### config.mk
export PLATFORM = sky130hd
export DESIGN_NAME = rotation_period_tracker_top
export DESIGN_NICKNAME = d
export VERILOG_FILES = /design/src/rtl/rptrk_pkg.sv /design/src/rtl/rptrk_div.sv /design/src/rtl/rotation_period_tracker_top.sv
export VERILOG_INCLUDE_DIRS = /design/src /design/src/rtl
export SDC_FILE = /design/constraint.sdc
export NUM_CORES = 2
export LEC_CHECK = 0
export ABC_AREA = 1
export CAP_MARGIN = 20
export CORE_MARGIN = 2
export CORE_UTILIZATION = 50
export CTS_CLUSTER_DIAMETER = 100
export DETAILED_ROUTE_END_ITERATION = 8
export DONT_BUFFER_PORTS = 1
export PLACE_DENSITY = 0.67
export SLEW_MARGIN = 20
export SYNTH_ARGS = -nofsm -noshare
export SYNTH_HDL_FRONTEND = slang
export SYNTH_SLANG_ARGS = --single-unit
### constraint.sdc
create_clock -name i_clk -period 7.23 [get_ports i_clk]
set_input_delay 1.446 -clock i_clk [delete_from_list [all_inputs] [get_ports i_clk]]
set_output_delay 1.446 -clock i_clk [all_outputs]
set_load 0.01 [all_outputs]
### src/rtl/rotation_period_tracker_top_macros.svh
// Assertion macros for the rotation period tracker.
// Used by rotation_period_tracker_top; expects i_clk and i_rst_n in scope.
`ifndef ROTATION_PERIOD_TRACKER_TOP_MACROS_SVH
`define ROTATION_PERIOD_TRACKER_TOP_MACROS_SVH

// same-cycle implication
`define RPTRK_ASSERT_NOW(label, pre, post, msg) \
    label: assert property (@(posedge i_clk) disable iff (!i_rst_n) (pre) |-> (post)) \
        else $error(msg);

// next-cycle implication
`define RPTRK_ASSERT_NEXT(label, pre, post, msg) \
    label: assert property (@(posedge i_clk) disable iff (!i_rst_n) (pre) |=> (post)) \
        else $error(msg);

`endif

### src/rtl/rptrk_pkg.sv
// Shared types and constants of the rotation period tracker.
// No dependencies; used by rptrk_div and rotation_period_tracker_top.
`default_nettype none

package rptrk_pkg;

    // 60000000 * 256, numerator of the 24.8 RPM quotient
    localparam logic [33:0] RPM_NUM_Q8 = 34'd15360000000;

    localparam int DEB_W = 20;
    localparam int TMO_W = 24;
    localparam int PPR_W = 5;
    localparam int PAT_W = 12;
    localparam int CFG_W = 24;
    localparam int CFG_IDX_W = 2;

    localparam logic [CFG_IDX_W-1:0] CFG_DEBOUNCE = 2'd0;
    localparam logic [CFG_IDX_W-1:0] CFG_TIMEOUT  = 2'd1;
    localparam logic [CFG_IDX_W-1:0] CFG_PPR      = 2'd2;
    localparam logic [CFG_IDX_W-1:0] CFG_PATTERN  = 2'd3;

    localparam logic [DEB_W-1:0] DEB_RST = 20'd1000;
    localparam logic [TMO_W-1:0] TMO_RST = 24'd2000000;
    localparam logic [PPR_W-1:0] PPR_RST = 5'd1;
    localparam logic [PAT_W-1:0] PAT_RST = 12'd0;

    typedef enum logic [3:0] {
        S_IDLE,
        S_EDGE,
        S_PUSH,
        S_SUM,
        S_AVG,
        S_RPM,
        S_STEP,
        S_CHECK,
        S_OUT
    } t_state;

endpackage

`default_nettype wire

### src/rtl/rptrk_div.sv
// Shared restoring divider, one quotient bit per cycle.
// Unsigned DIV_W-bit dividend by 32-bit divisor; uses rptrk_pkg.
`default_nettype none

module rptrk_div
    import rptrk_pkg::*;
#(
    parameter int DIV_W = 35
) (
    input  wire logic             i_clk,
    input  wire logic             i_rst_n,
    input  wire logic             i_start,
    input  wire logic [DIV_W-1:0] i_dividend,
    input  wire logic [31:0]      i_divisor,
    output logic                  o_done,
    output logic [DIV_W-1:0]      o_quotient
);

    localparam int CNT_W = $clog2(DIV_W + 1);

    logic             r_busy;
    logic             r_done;
    logic [CNT_W-1:0] r_cnt;
    logic [DIV_W-1:0] r_dvd;   // dividend shifts out the top, quotient in the bottom
    logic [31:0]      r_rem;
    logic [31:0]      r_dsr;

    logic [32:0] trial;
    logic        q_bit;
    logic [31:0] rem_next;

    always_comb begin
        trial    = {r_rem, r_dvd[DIV_W-1]};
        q_bit    = (trial >= {1'b0, r_dsr});
        rem_next = q_bit ? 32'(trial - {1'b0, r_dsr}) : trial[31:0];
    end

    always_ff @(posedge i_clk) begin
        if (!i_rst_n) begin
            r_busy <= 1'b0;
            r_done <= 1'b0;
            r_cnt  <= '0;
        end else begin
            r_done <= 1'b0;
            if (r_busy) begin
                r_cnt <= r_cnt - CNT_W'(1);
                if (r_cnt == CNT_W'(1)) begin
                    r_busy <= 1'b0;
                    r_done <= 1'b1;
                end
            end else if (i_start) begin
                r_busy <= 1'b1;
                r_cnt  <= CNT_W'(DIV_W);
            end
        end
    end

    always_ff @(posedge i_clk) begin
        if (r_busy) begin
            r_rem <= rem_next;
            r_dvd <= {r_dvd[DIV_W-2:0], q_bit};
        end else if (i_start) begin
            r_rem <= '0;
            r_dvd <= i_dividend;
            r_dsr <= i_divisor;
        end
    end

    assign o_done     = r_done;
    assign o_quotient = r_dvd;

endmodule

`default_nettype wire

### src/rtl/rotation_period_tracker_top.sv
// Rotation period tracker: edge timing, interval ring and period/RPM/step math.
// Depends on rptrk_pkg, rptrk_div and rotation_period_tracker_top_macros.svh.
//
//   channel | direction | handshake                 | payload
//   --------+-----------+---------------------------+-------------------------------
//   in      | sink      | i_in_valid / o_in_ready   | now_us, edge_req
//   out     | source    | o_out_valid / i_out_ready | signal_valid, average_period_us,
//           |           |                           | rpm_q8, step_interval_us,
//           |           |                           | interval_accepted
//   cfg     | sink      | i_cfg_we                  | i_cfg_idx, i_cfg_data
//
// Items without a recompute pass S_EDGE, S_CHECK and S_OUT into the output register; an armed
// edge also passes S_PUSH. A recompute adds the ring sum (S_SUM) and one or two passes of the
// shared divider; a depth that is not a power of two adds a pass.
// One item at a time; input is taken again once the result sits in the output register.
// The output register holds a result until it is transferred; a stall there stalls input.
// Reset is synchronous; the ring needs no clearing pass (the fill count guards reads).
`default_nettype none

module rotation_period_tracker_top
    import rptrk_pkg::*;
#(
    parameter int SAMPLES = 8
) (
    input  wire logic                 i_clk,
    input  wire logic                 i_rst_n,
    input  wire logic                 i_in_valid,
    output logic                      o_in_ready,
    input  wire logic [31:0]          i_now_us,
    input  wire logic                 i_edge_req,
    output logic                      o_out_valid,
    input  wire logic                 i_out_ready,
    output logic                      o_signal_valid,
    output logic [31:0]               o_average_period_us,
    output logic [31:0]               o_rpm_q8,
    output logic [31:0]               o_step_interval_us,
    output logic                      o_interval_accepted,
    input  wire logic                 i_cfg_we,
    input  wire logic [CFG_IDX_W-1:0] i_cfg_idx,
    input  wire logic [CFG_W-1:0]     i_cfg_data
);

`include "rotation_period_tracker_top_macros.svh"

    localparam int IDX_W  = (SAMPLES > 1) ? $clog2(SAMPLES) : 1;
    localparam int FILL_W = $clog2(SAMPLES + 1);
    localparam int SUM_W  = 32 + $clog2(SAMPLES);
    localparam int DIV_W  = (SUM_W > 34) ? SUM_W : 34;
    localparam bit SAMPLES_POW2 = ((SAMPLES & (SAMPLES - 1)) == 0);
    localparam int AVG_SH = $clog2(SAMPLES);

    // configuration
    logic [DEB_W-1:0] r_debounce;
    logic [TMO_W-1:0] r_timeout;
    logic [PPR_W-1:0] r_ppr;
    logic [PAT_W-1:0] r_pattern;

    // tracking state
    t_state            r_state, n_state;
    logic [31:0]       r_now, n_now;
    logic              r_edge, n_edge;
    logic [31:0]       r_last, n_last;
    logic              r_seen, n_seen;
    logic [IDX_W-1:0]  r_idx, n_idx;
    logic [FILL_W-1:0] r_fill, n_fill;
    logic [31:0]       r_avg, n_avg;
    logic [31:0]       r_rpm, n_rpm;
    logic              r_valid, n_valid;
    logic [31:0]       r_step, n_step;
    logic              r_acc, n_acc;
    logic [31:0]       r_delta, n_delta;
    logic              r_pass, n_pass;
    logic [FILL_W-1:0] r_cnt, n_cnt;
    logic              r_rd_vld, n_rd_vld;
    logic [SUM_W-1:0]  r_sum, n_sum;

    // output register
    logic              r_out_valid, n_out_valid;
    logic              r_out_sig, n_out_sig;
    logic [31:0]       r_out_avg, n_out_avg;
    logic [31:0]       r_out_rpm, n_out_rpm;
    logic [31:0]       r_out_step, n_out_step;
    logic              r_out_acc, n_out_acc;

    // ring memory
    logic [31:0]      r_ring [0:SAMPLES-1];
    logic [31:0]      r_rd_data;
    logic             ring_we;
    logic [31:0]      ring_wdata;
    logic [IDX_W-1:0] rd_addr;

    // divider
    logic             div_start;
    logic [DIV_W-1:0] div_dividend;
    logic [31:0]      div_divisor;
    logic             div_done;
    logic [DIV_W-1:0] div_q;

    logic [36:0] prod;
    logic [31:0] rot;
    logic [31:0] elapsed;
    logic [31:0] sum_avg;

    rptrk_div #(
        .DIV_W (DIV_W)
    ) u_div (
        .i_clk      (i_clk),
        .i_rst_n    (i_rst_n),
        .i_start    (div_start),
        .i_dividend (div_dividend),
        .i_divisor  (div_divisor),
        .o_done     (div_done),
        .o_quotient (div_q)
    );

    assign rd_addr = r_cnt[IDX_W-1:0];

    always_ff @(posedge i_clk) begin
        if (ring_we) begin
            r_ring[r_idx] <= ring_wdata;
        end
        r_rd_data <= r_ring[rd_addr];
    end

    always_ff @(posedge i_clk) begin
        if (!i_rst_n) begin
            r_debounce <= DEB_RST;
            r_timeout  <= TMO_RST;
            r_ppr      <= PPR_RST;
            r_pattern  <= PAT_RST;
        end else if (i_cfg_we) begin
            unique case (i_cfg_idx)
                CFG_DEBOUNCE: r_debounce <= i_cfg_data[DEB_W-1:0];
                CFG_TIMEOUT:  r_timeout  <= i_cfg_data[TMO_W-1:0];
                CFG_PPR:      r_ppr      <= i_cfg_data[PPR_W-1:0];
                CFG_PATTERN:  r_pattern  <= i_cfg_data[PAT_W-1:0];
                default:      ;
            endcase
        end
    end

    always_ff @(posedge i_clk) begin
        if (!i_rst_n) begin
            r_state     <= S_IDLE;
            r_last      <= '0;
            r_seen      <= 1'b0;
            r_idx       <= '0;
            r_fill      <= '0;
            r_avg       <= '0;
            r_rpm       <= '0;
            r_valid     <= 1'b0;
            r_step      <= '0;
            r_acc       <= 1'b0;
            r_cnt       <= '0;
            r_rd_vld    <= 1'b0;
            r_out_valid <= 1'b0;
        end else begin
            r_state     <= n_state;
            r_last      <= n_last;
            r_seen      <= n_seen;
            r_idx       <= n_idx;
            r_fill      <= n_fill;
            r_avg       <= n_avg;
            r_rpm       <= n_rpm;
            r_valid     <= n_valid;
            r_step      <= n_step;
            r_acc       <= n_acc;
            r_cnt       <= n_cnt;
            r_rd_vld    <= n_rd_vld;
            r_out_valid <= n_out_valid;
        end
    end

    // payload registers
    always_ff @(posedge i_clk) begin
        r_now      <= n_now;
        r_edge     <= n_edge;
        r_delta    <= n_delta;
        r_pass     <= n_pass;
        r_sum      <= n_sum;
        r_out_sig  <= n_out_sig;
        r_out_avg  <= n_out_avg;
        r_out_rpm  <= n_out_rpm;
        r_out_step <= n_out_step;
        r_out_acc  <= n_out_acc;
    end

    always_comb begin
        n_state      = r_state;
        n_now        = r_now;
        n_edge       = r_edge;
        n_last       = r_last;
        n_seen       = r_seen;
        n_idx        = r_idx;
        n_fill       = r_fill;
        n_avg        = r_avg;
        n_rpm        = r_rpm;
        n_valid      = r_valid;
        n_step       = r_step;
        n_acc        = r_acc;
        n_delta      = r_delta;
        n_pass       = r_pass;
        n_cnt        = r_cnt;
        n_rd_vld     = 1'b0;
        n_sum        = r_sum;
        n_out_valid  = r_out_valid && !i_out_ready;
        n_out_sig    = r_out_sig;
        n_out_avg    = r_out_avg;
        n_out_rpm    = r_out_rpm;
        n_out_step   = r_out_step;
        n_out_acc    = r_out_acc;
        ring_we      = 1'b0;
        div_start    = 1'b0;
        div_dividend = DIV_W'(r_sum);
        div_divisor  = 32'(SAMPLES);
        o_in_ready   = (r_state == S_IDLE);

        prod    = 37'(r_delta) * 37'(r_ppr);
        rot     = (prod[36:32] != '0) ? 32'hFFFF_FFFF : prod[31:0];
        ring_wdata = rot;
        elapsed = r_now - r_last;
        sum_avg = 32'(r_sum >> AVG_SH);

        unique case (r_state)
            S_IDLE: begin
                if (i_in_valid) begin
                    n_now   = i_now_us;
                    n_edge  = i_edge_req;
                    n_acc   = 1'b0;
                    n_state = S_EDGE;
                end
            end
            S_EDGE: begin
                n_delta = r_now - r_last;
                n_pass  = (n_delta >= 32'(r_debounce));
                if (!r_edge) begin
                    n_state = S_CHECK;
                end else if (!r_seen) begin
                    n_seen  = 1'b1;
                    n_last  = r_now;
                    n_state = S_CHECK;
                end else begin
                    n_state = S_PUSH;
                end
            end
            S_PUSH: begin
                n_state = S_CHECK;
                if (r_pass) begin
                    n_last = r_now;
                    if (rot != '0) begin
                        ring_we = 1'b1;
                        n_acc   = 1'b1;
                        n_idx   = (r_idx == IDX_W'(SAMPLES - 1)) ? '0 : r_idx + IDX_W'(1);
                        if (r_fill != FILL_W'(SAMPLES)) begin
                            n_fill = r_fill + FILL_W'(1);
                        end
                        if (n_fill == FILL_W'(SAMPLES)) begin
                            n_cnt   = '0;
                            n_sum   = '0;
                            n_state = S_SUM;
                        end
                    end
                end
            end
            S_SUM: begin
                // one read issued per cycle, data lands in the next cycle
                if (r_cnt != FILL_W'(SAMPLES)) begin
                    n_cnt    = r_cnt + FILL_W'(1);
                    n_rd_vld = 1'b1;
                end
                if (r_rd_vld) begin
                    n_sum = r_sum + SUM_W'(r_rd_data);
                end
                if (r_cnt == FILL_W'(SAMPLES) && !r_rd_vld) begin
                    div_start = 1'b1;
                    if (SAMPLES_POW2) begin
                        // power-of-two depth: the average is a shift, go on to the RPM
                        n_avg        = sum_avg;
                        div_dividend = DIV_W'(RPM_NUM_Q8);
                        div_divisor  = sum_avg;
                        n_state      = S_RPM;
                    end else begin
                        n_state = S_AVG;
                    end
                end
            end
            S_AVG: begin
                if (div_done) begin
                    n_avg        = div_q[31:0];
                    div_start    = 1'b1;
                    div_dividend = DIV_W'(RPM_NUM_Q8);
                    div_divisor  = div_q[31:0];
                    n_state      = S_RPM;
                end
            end
            S_RPM: begin
                if (div_done) begin
                    // a zero divisor yields all ones, which saturates as well
                    n_rpm   = (div_q[DIV_W-1:32] != '0) ? 32'hFFFF_FFFF : div_q[31:0];
                    n_valid = 1'b1;
                    if (r_pattern != '0) begin
                        div_start    = 1'b1;
                        div_dividend = DIV_W'(r_avg);
                        div_divisor  = 32'(r_pattern);
                        n_state      = S_STEP;
                    end else begin
                        n_state = S_CHECK;
                    end
                end
            end
            S_STEP: begin
                if (div_done) begin
                    n_step  = (div_q[31:0] == '0) ? 32'd1 : div_q[31:0];
                    n_state = S_CHECK;
                end
            end
            S_CHECK: begin
                if (r_seen && (elapsed > 32'(r_timeout))) begin
                    n_seen  = 1'b0;
                    n_last  = '0;
                    n_idx   = '0;
                    n_fill  = '0;
                    n_avg   = '0;
                    n_rpm   = '0;
                    n_valid = 1'b0;
                end
                n_state = S_OUT;
            end
            S_OUT: begin
                if (!r_out_valid || i_out_ready) begin
                    n_out_valid = 1'b1;
                    n_out_sig   = r_valid;
                    n_out_avg   = r_avg;
                    n_out_rpm   = r_rpm;
                    n_out_step  = r_step;
                    n_out_acc   = r_acc;
                    n_state     = S_IDLE;
                end
            end
            default: begin
                n_state = S_IDLE;
            end
        endcase
    end

    assign o_out_valid         = r_out_valid;
    assign o_signal_valid      = r_out_sig;
    assign o_average_period_us = r_out_avg;
    assign o_rpm_q8            = r_out_rpm;
    assign o_step_interval_us  = r_out_step;
    assign o_interval_accepted = r_out_acc;

    `RPTRK_ASSERT_NOW(a_fill_bound, 1'b1, r_fill <= FILL_W'(SAMPLES), "ring fill above depth")
    `RPTRK_ASSERT_NOW(a_valid_full, r_valid, r_fill == FILL_W'(SAMPLES), "valid without full ring")
    `RPTRK_ASSERT_NOW(a_valid_avg, r_valid, r_avg != '0, "valid with zero average")
    `RPTRK_ASSERT_NEXT(a_busy_after, i_in_valid && o_in_ready, r_state != S_IDLE,
        "transfer did not start work")

endmodule

`default_nettype wire

### Word-level counts from Yosys, hierarchy flattened

Memories as Yosys holds them, arrays and structs flattened. A register that Yosys moved wholly into a read port is not among the register bits.
Index checks and enable logic that the tools add are counted.

* register bits after elaboration: 515
* memory bits (writable): 256
* input bits: 64
* output and inout port bits: 100
* word-level logic and storage cells: 210
* memories: 1

* add/sub/neg operators: 7
* multipliers: 1
* $lt $le $gt $ge: 3
* equal/unequal tests: 31
* muxes and demuxes: 92
* bitwise gates (word level): 1
* reductions and logical operators: 41

Memories
* r_ring: depth 8, width 32, read ports 1, clocked after memory_dff 1, wr ports 1, line rotation_period_tracker_top.sv:86 `logic [31:0] r_ring [0:SAMPLES-1];`

Operators by type and width (number)
* 2-to-1 mux 32 bit: 15
* 2-to-1 mux 35 bit: 10
* case mux 32 bit (3 select lines): 3
* case mux 35 bit (3 select lines): 1
* case mux 35 bit (2 select lines): 1
* 2-to-1 mux 4 bit: 17
* case mux 32 bit (2 select lines): 1
* subtractor 32 bit: 2
* multiplier 32 x 5 -> 37 bit: 1
* case mux 4 bit (9 select lines): 1
* adder 35 x 32 -> 35 bit: 1
* greater-or-equal comparator 33 x 32 -> 1 bit: 1
* greater-or-equal comparator 32 x 20 -> 1 bit: 1
* > comparator 32 x 24 -> 1 bit: 1
* logical NOT 32 bit: 1
* nonzero test 32 bit: 1
* 2-to-1 mux 3 bit: 9
* 2-to-1 mux 12 bit: 2
* 2-to-1 mux 1 bit: 23
* != test 2 bit (second input constant): 11
* AND reduction 2 bit: 10
* equality test 4 x 3 -> 1 bit (second input constant): 4
* case mux 4 bit (2 select lines): 2
* AND reduction 5 bit: 3
* 29 further kinds: 54

### Longest topological paths before layout

* word-level depth: 12
* mapped depth: 32
* mapped depth without buffers: 30

### Hierarchy

Synthesis repeated with hierarchy kept, for this count alone.

* cells, all modules: 5078
* area total of the unflattened synthesis: 43779.5 um^2

By module, submodules not included
* rotation_period_tracker_top: times used 1, cells an instance 4058, area an instance 36368.6 um^2, sequential area each 18487.7 um^2
* rptrk_div: times used 1, cells an instance 1020, area an instance 7410.9 um^2, sequential area each 3133.0 um^2

### Worst setup path before layout

Ideal clock, no wire load.

* kind: flip-flop to flip-flop
* from: register r_ppr[3]
* to: memory r_ring[3][0], enable pin
* setup time: 0.502 ns
* arrival time: 7.349 ns
* data required time: 6.728 ns
* setup slack: -0.620 ns
* cell stages (with the launch flop): 23
* path buffers: 2
* clock period less this slack: 7.850 ns
* cell sequence: dfxtp_1 -> clkbuf_1 -> clkbuf_1 -> nand2_1 -> inv_1 -> fa_1 -> fa_1 -> inv_1 -> fa_1 -> inv_1 -> ha_1 -> nand2_1 -> inv_1 -> a21oi_1 -> nor2_1 -> o21ai_0 -> nand3_1 -> a21boi_0 -> xnor2_1 -> nor2_1 -> nand4_1 -> nand3_1 -> nor4_1

* word-level cells in the longest chain between the ends: 9

RTL lines
* from (decl): line rotation_period_tracker_top.sv:55 `logic [PPR_W-1:0] r_ppr;`
* from (signal assigned): line rotation_period_tracker_top.sv:135 `CFG_PPR: r_ppr <= i_cfg_data[PPR_W-1:0];`
* multiplier 32 x 5 -> 37 bit *: line rotation_period_tracker_top.sv:218 `prod = 37'(r_delta) * 37'(r_ppr);`
* nonzero test 5 bit: line rotation_period_tracker_top.sv:219 `rot = (prod[36:32] != '0) ? 32'hFFFF_FFFF : prod[31:0];`
* 2-to-1 mux 32 bit *: line rotation_period_tracker_top.sv:219
* nonzero test 32 bit *: line rotation_period_tracker_top.sv:250 `if (rot != '0) begin`
* 2-to-1 mux 1 bit *: line rotation_period_tracker_top.sv:250
* 2-to-1 mux 1 bit *: line rotation_period_tracker_top.sv:248 `if (r_pass) begin`
* 2-to-1 mux 1 bit *: line rotation_period_tracker_top.sv:224 `unique case (r_state)`
* 2-to-1 mux 1 bit *: line rotation_period_tracker_top.sv:119 `if (ring_we) begin`
* 2-to-1 mux 1 bit (not written as such) *: line rotation_period_tracker_top.sv:120 `r_ring[r_idx] <= ring_wdata;`
* to (decl): line rotation_period_tracker_top.sv:86

Every way passes the cells marked *; elsewhere a longest branch is shown, timed or not.

### Worst setup path after layout

* from: register r_ppr[4]
* to: memory r_ring[4][2], enable pin

Same word-level chain as after synthesis.

==> results.txt <==
----------------------------------------------------
[Run status]
  Status ... finished, final reports clean

[Run]
  Count of max-cap constraint violations ... 0

[Route]
  Number of antenna-violating nets in the routed design ... 0
  Detailed Route WL ... 107 mm
  Overall via count from detail_route ... 31500
  Number of DRC markers after the initial detailed-route iteration ... 2526
  Vias per inst ... 5.56
  First-pass detailed-route iteration total ... 6
  WL per Instance ... 19.0 um
  Post-detailed-route DRC marker count ... 0

[Clock tree]
  Clk pin slew, worst setup/hold paths ... 0.06 ns
  Number of setup buffers added after CTS ... 0
  Root cell of the clock tree ... sky130_fd_sc_hd__clkbuf_16
  Number of hold buffers added after CTS ... 0
  Maximum level of the CTS H-tree ... 3
  Total of cells resized after clock tree synthesis ... 0
  Sinks on the clock net ... 803
  CTS tree ... built
  Insertion delay of the later-clocked pin in the worst-skew pair ... 0.68 ns
  Number of buffers created by CTS ... 85
  Number of buffers on the longest clock path ... 3

[STA]
  Measured slew at the worst slew-check pin ... 1.03 ns
  Final number of setup-violating endpoints ... 0
  Final min period ... 6.00 ns
  Worst slew margin relative to its limit ... 0.309
  Final-report hold violation count ... 0
  Part of the cycle the worst path needs ... 0.830
  Maximum clock skew at final layout ... 0.0712 ns
  Hold slack ... 0.429 ns
  Setup repair after global routing missed its margin ... false
  Sum Neg Setup Slack ... 0 ns
  Number of slew-limit violations in the final report ... 0
  Max Freq ... 0.167 GHz

[Floorplan]
  DIE HEIGHT ... 293 um
  Initial Utilization ... 0.506
  Area enclosed by the die boundary ... 0.0858 sq mm
  IO Pins ... 164
  X dimension of the die ... 293 um
  Core Region ... 0.0824 sq mm
  Placement Rows ... 105

[Yosys]
  Syn_area_per_cell ... 9.14 sq um
  Dominant combinational cell family by area after synthesis ... simple AND/OR/NAND/NOR gates
  Compound-cell area share of the yosys netlist ... 0.142
  Share of synthesized cell area in and, or, nand and nor gates ... 0.145
  Number of distinct library cells after synthesis ... 56
  Async set-or-reset flop fraction in the synthesized netlist ... 0
  Most used flip-flop cell after synthesis ... sky130_fd_sc_hd__edfxtp_1
  Post-Synthesis Cells ... 4563
  Flops & latches, synth ... 803
  Post-synthesis sequential area ratio ... 0.518
  Net count after synthesis ... 4912
  Yosys warning count ... 0
  Number of enable flip-flop cells after synthesis ... 554
  Post-synthesis share of cell area spent on full adders, half adders and majority gates ... 0.102
  Multiplexer fraction of the synthesized cell area ... 0
  Xor and xnor fraction of the mapped netlist area ... 0.0155
  Cell Area, Synth ... 0.0417 sq mm

[Pwr]
  Total net switching power ... 7340 uW
  Reported leakage power ... 0.0192 uW
  Logic gate share of total power ... 0.389
  Internal Pwr Total ... 10700 uW
  Switching share of power ... 0.406
  Power density cells ... 395 mW/mm^2
  Largest vdd supply drop ... 360 uV
  Sequential group share of total power ... 0.366
  Share of power burned in the clock network ... 0.245
  Total Power Consumption ... 18000 uW

[Place]
  Post-detailed-placement half-perimeter wirelength ... 76.6 mm
  Count of buffers inserted at the top-level ports ... 0
  RD Place Congestion ... 0.944

[GRT]
  GR Layer Usage met3 ... 0.0340
  Pin count of the biggest net entering global routing ... 130
  Global Route met2 Usage ... 0.443
  Number of global-route vias before repair ... 30400
  First-pass GRT wire length ... 169 mm
  Antenna violations before repair ... 3
  Met1 track utilization from global routing ... 0.314
  Sum of overflow across all layers after global routing ... 0
  Most Crowded Layer GR ... met2
  Global-route usage over all layers ... 0.250

[Final layout]
  P&R area growth vs syn ... 9.47%
  Most common cell after layout, fill and taps aside ... sky130_fd_sc_hd__nand2_1
  Net count of the finished layout ... 4869
  Layout cell share with drive strength beyond 1 ... 0.0490
  Antenna Diode Count ... 0
  Most frequent cells in the layout ... sky130_fd_sc_hd__nand2_1, sky130_fd_sc_hd__inv_1, sky130_fd_sc_hd__edfxtp_1, sky130_fd_sc_hd__nor2_1, sky130_fd_sc_hd__a21oi_1
  Number of flip-flops in the largest register ... 256
  Register with the most flip-flops ... r_ring

[Worst setup path]
  Worst Path Arrival ... 6.26 ns
  R2r worst-path depth ... 26
  Startpoint kind of the worst setup timing path ... flop
  Register-to-Register Setup Slack ... 1.23 ns
  Highest fanout seen on the critical path ... 33
  Required time of the critical path ... 7.48 ns
  Kind of end point of the critical path ... flop
  Critical path class ... reg -> reg

[Hold path]
  Type of the tightest min-delay check ... reg -> reg
  Cell depth of the worst min-delay path ... 0

----------------------------------------------------
==> routing by layer <==
layer / wire [um] / up-vias
li1: - / 15300
met1: 44300 / 15000
met2: 53400 / 986
met3: 5800 / 191
met4: 3760 / 2
met5: 13 / -
==> final cells by class <==
| cell class | count | area [sq um] |
|---|---|---|
| fillers | 7249 | 36700 |
| well taps | 1070 | 1340 |
| multi-input cells | 2922 | 17000 |
| flip-flops and latches | 803 | 21600 |
| clock buffers | 105 | 2220 |
| repair buffers | 38 | 285 |
| clock inverters | 55 | 673 |
| inverters | 670 | 2510 |
==> cells in the mapped netlist (38+ instances only) <==
library cell / instances / share of area
sky130_fd_sc_hd__o21ai_0: 398 / 0.048
sky130_fd_sc_hd__nor2_1: 519 / 0.047
sky130_fd_sc_hd__a21oi_1: 430 / 0.052
sky130_fd_sc_hd__ha_1: 192 / 0.058
sky130_fd_sc_hd__edfxtp_1: 554 / 0.40
sky130_fd_sc_hd__dfxtp_1: 249 / 0.12
sky130_fd_sc_hd__nand4_1: 38 / 0.0057
sky130_fd_sc_hd__xor2_1: 47 / 0.0099
sky130_fd_sc_hd__nand3_1: 122 / 0.015
sky130_fd_sc_hd__nand2_1: 732 / 0.066
sky130_fd_sc_hd__clkbuf_1: 143 / 0.013
sky130_fd_sc_hd__a31oi_1: 49 / 0.0073
sky130_fd_sc_hd__fa_1: 93 / 0.045
sky130_fd_sc_hd__inv_1: 665 / 0.060
sky130_fd_sc_hd__o22ai_1: 38 / 0.0057
==> kinds of logic after synthesis <==
family,count (synthesis)
XOR/XNOR,74
AND/OR/NAND/NOR,1495
flip-flops,803
AO/OA/AOI/OAI,1068
buffers and inverters,838
adder cells (fa/ha/maj),285
==> power by group through the flow <==
stage	clock, uW	sequential (uW)	combinational (uW)
floorplan	0	6410	5000
global placement	0	6700	6820
detailed placement	0	6700	6930
CTS	4490	6600	6980
global route	4660	6650	7920
finish	4430	6610	7010
==> critical path: stages (launching register included) <==
cell and delay, ns:
sky130_fd_sc_hd__dfxtp_1 0.30, sky130_fd_sc_hd__buf_4 0.33, sky130_fd_sc_hd__nand2_1 0.14, sky130_fd_sc_hd__fa_1 0.52, sky130_fd_sc_hd__fa_1 0.53, sky130_fd_sc_hd__fa_1 0.55
sky130_fd_sc_hd__inv_1 0.05, sky130_fd_sc_hd__ha_1 0.40, sky130_fd_sc_hd__nand2_1 0.08, sky130_fd_sc_hd__nand2_1 0.09, sky130_fd_sc_hd__inv_1 0.05, sky130_fd_sc_hd__nand2_1 0.10
sky130_fd_sc_hd__nand2_1 0.08, sky130_fd_sc_hd__nand2_1 0.10, sky130_fd_sc_hd__nand2_1 0.08, sky130_fd_sc_hd__nand2_1 0.19, sky130_fd_sc_hd__nand3_1 0.13, sky130_fd_sc_hd__nand2_1 0.09
sky130_fd_sc_hd__nand2_1 0.05, sky130_fd_sc_hd__nand2_1 0.10, sky130_fd_sc_hd__nor2_1 0.07, sky130_fd_sc_hd__nand3_2 0.15, sky130_fd_sc_hd__nor2_1 0.09, sky130_fd_sc_hd__nand4_1 0.28
sky130_fd_sc_hd__nand4_1 0.34, sky130_fd_sc_hd__nor3_2 0.22, sky130_fd_sc_hd__buf_4 0.49
==> worst paths after layout <==
path,to,from
max,r_ring[4][2],r_ppr[4]
max reg2reg,r_ring[4][2],r_ppr[4]
min reg2reg,o_rpm_q8[5],r_rpm[5]
min,o_rpm_q8[5],r_rpm[5]
==> per-stage QoR <==
step                      worst slack (ns)  instances  cell area (sq um)  utilization
after detailed placement              1.36       5503              42800        0.519
final                                 1.23       5663              45700        0.554
after CTS                             1.34       5663              45700        0.554
after global placement                1.50       5503              42800        0.519
after floorplan                     -0.620       4563              41700            -
after global routing                 0.845       5663              45700        0.554
Power figures use the tool's default switching activity.
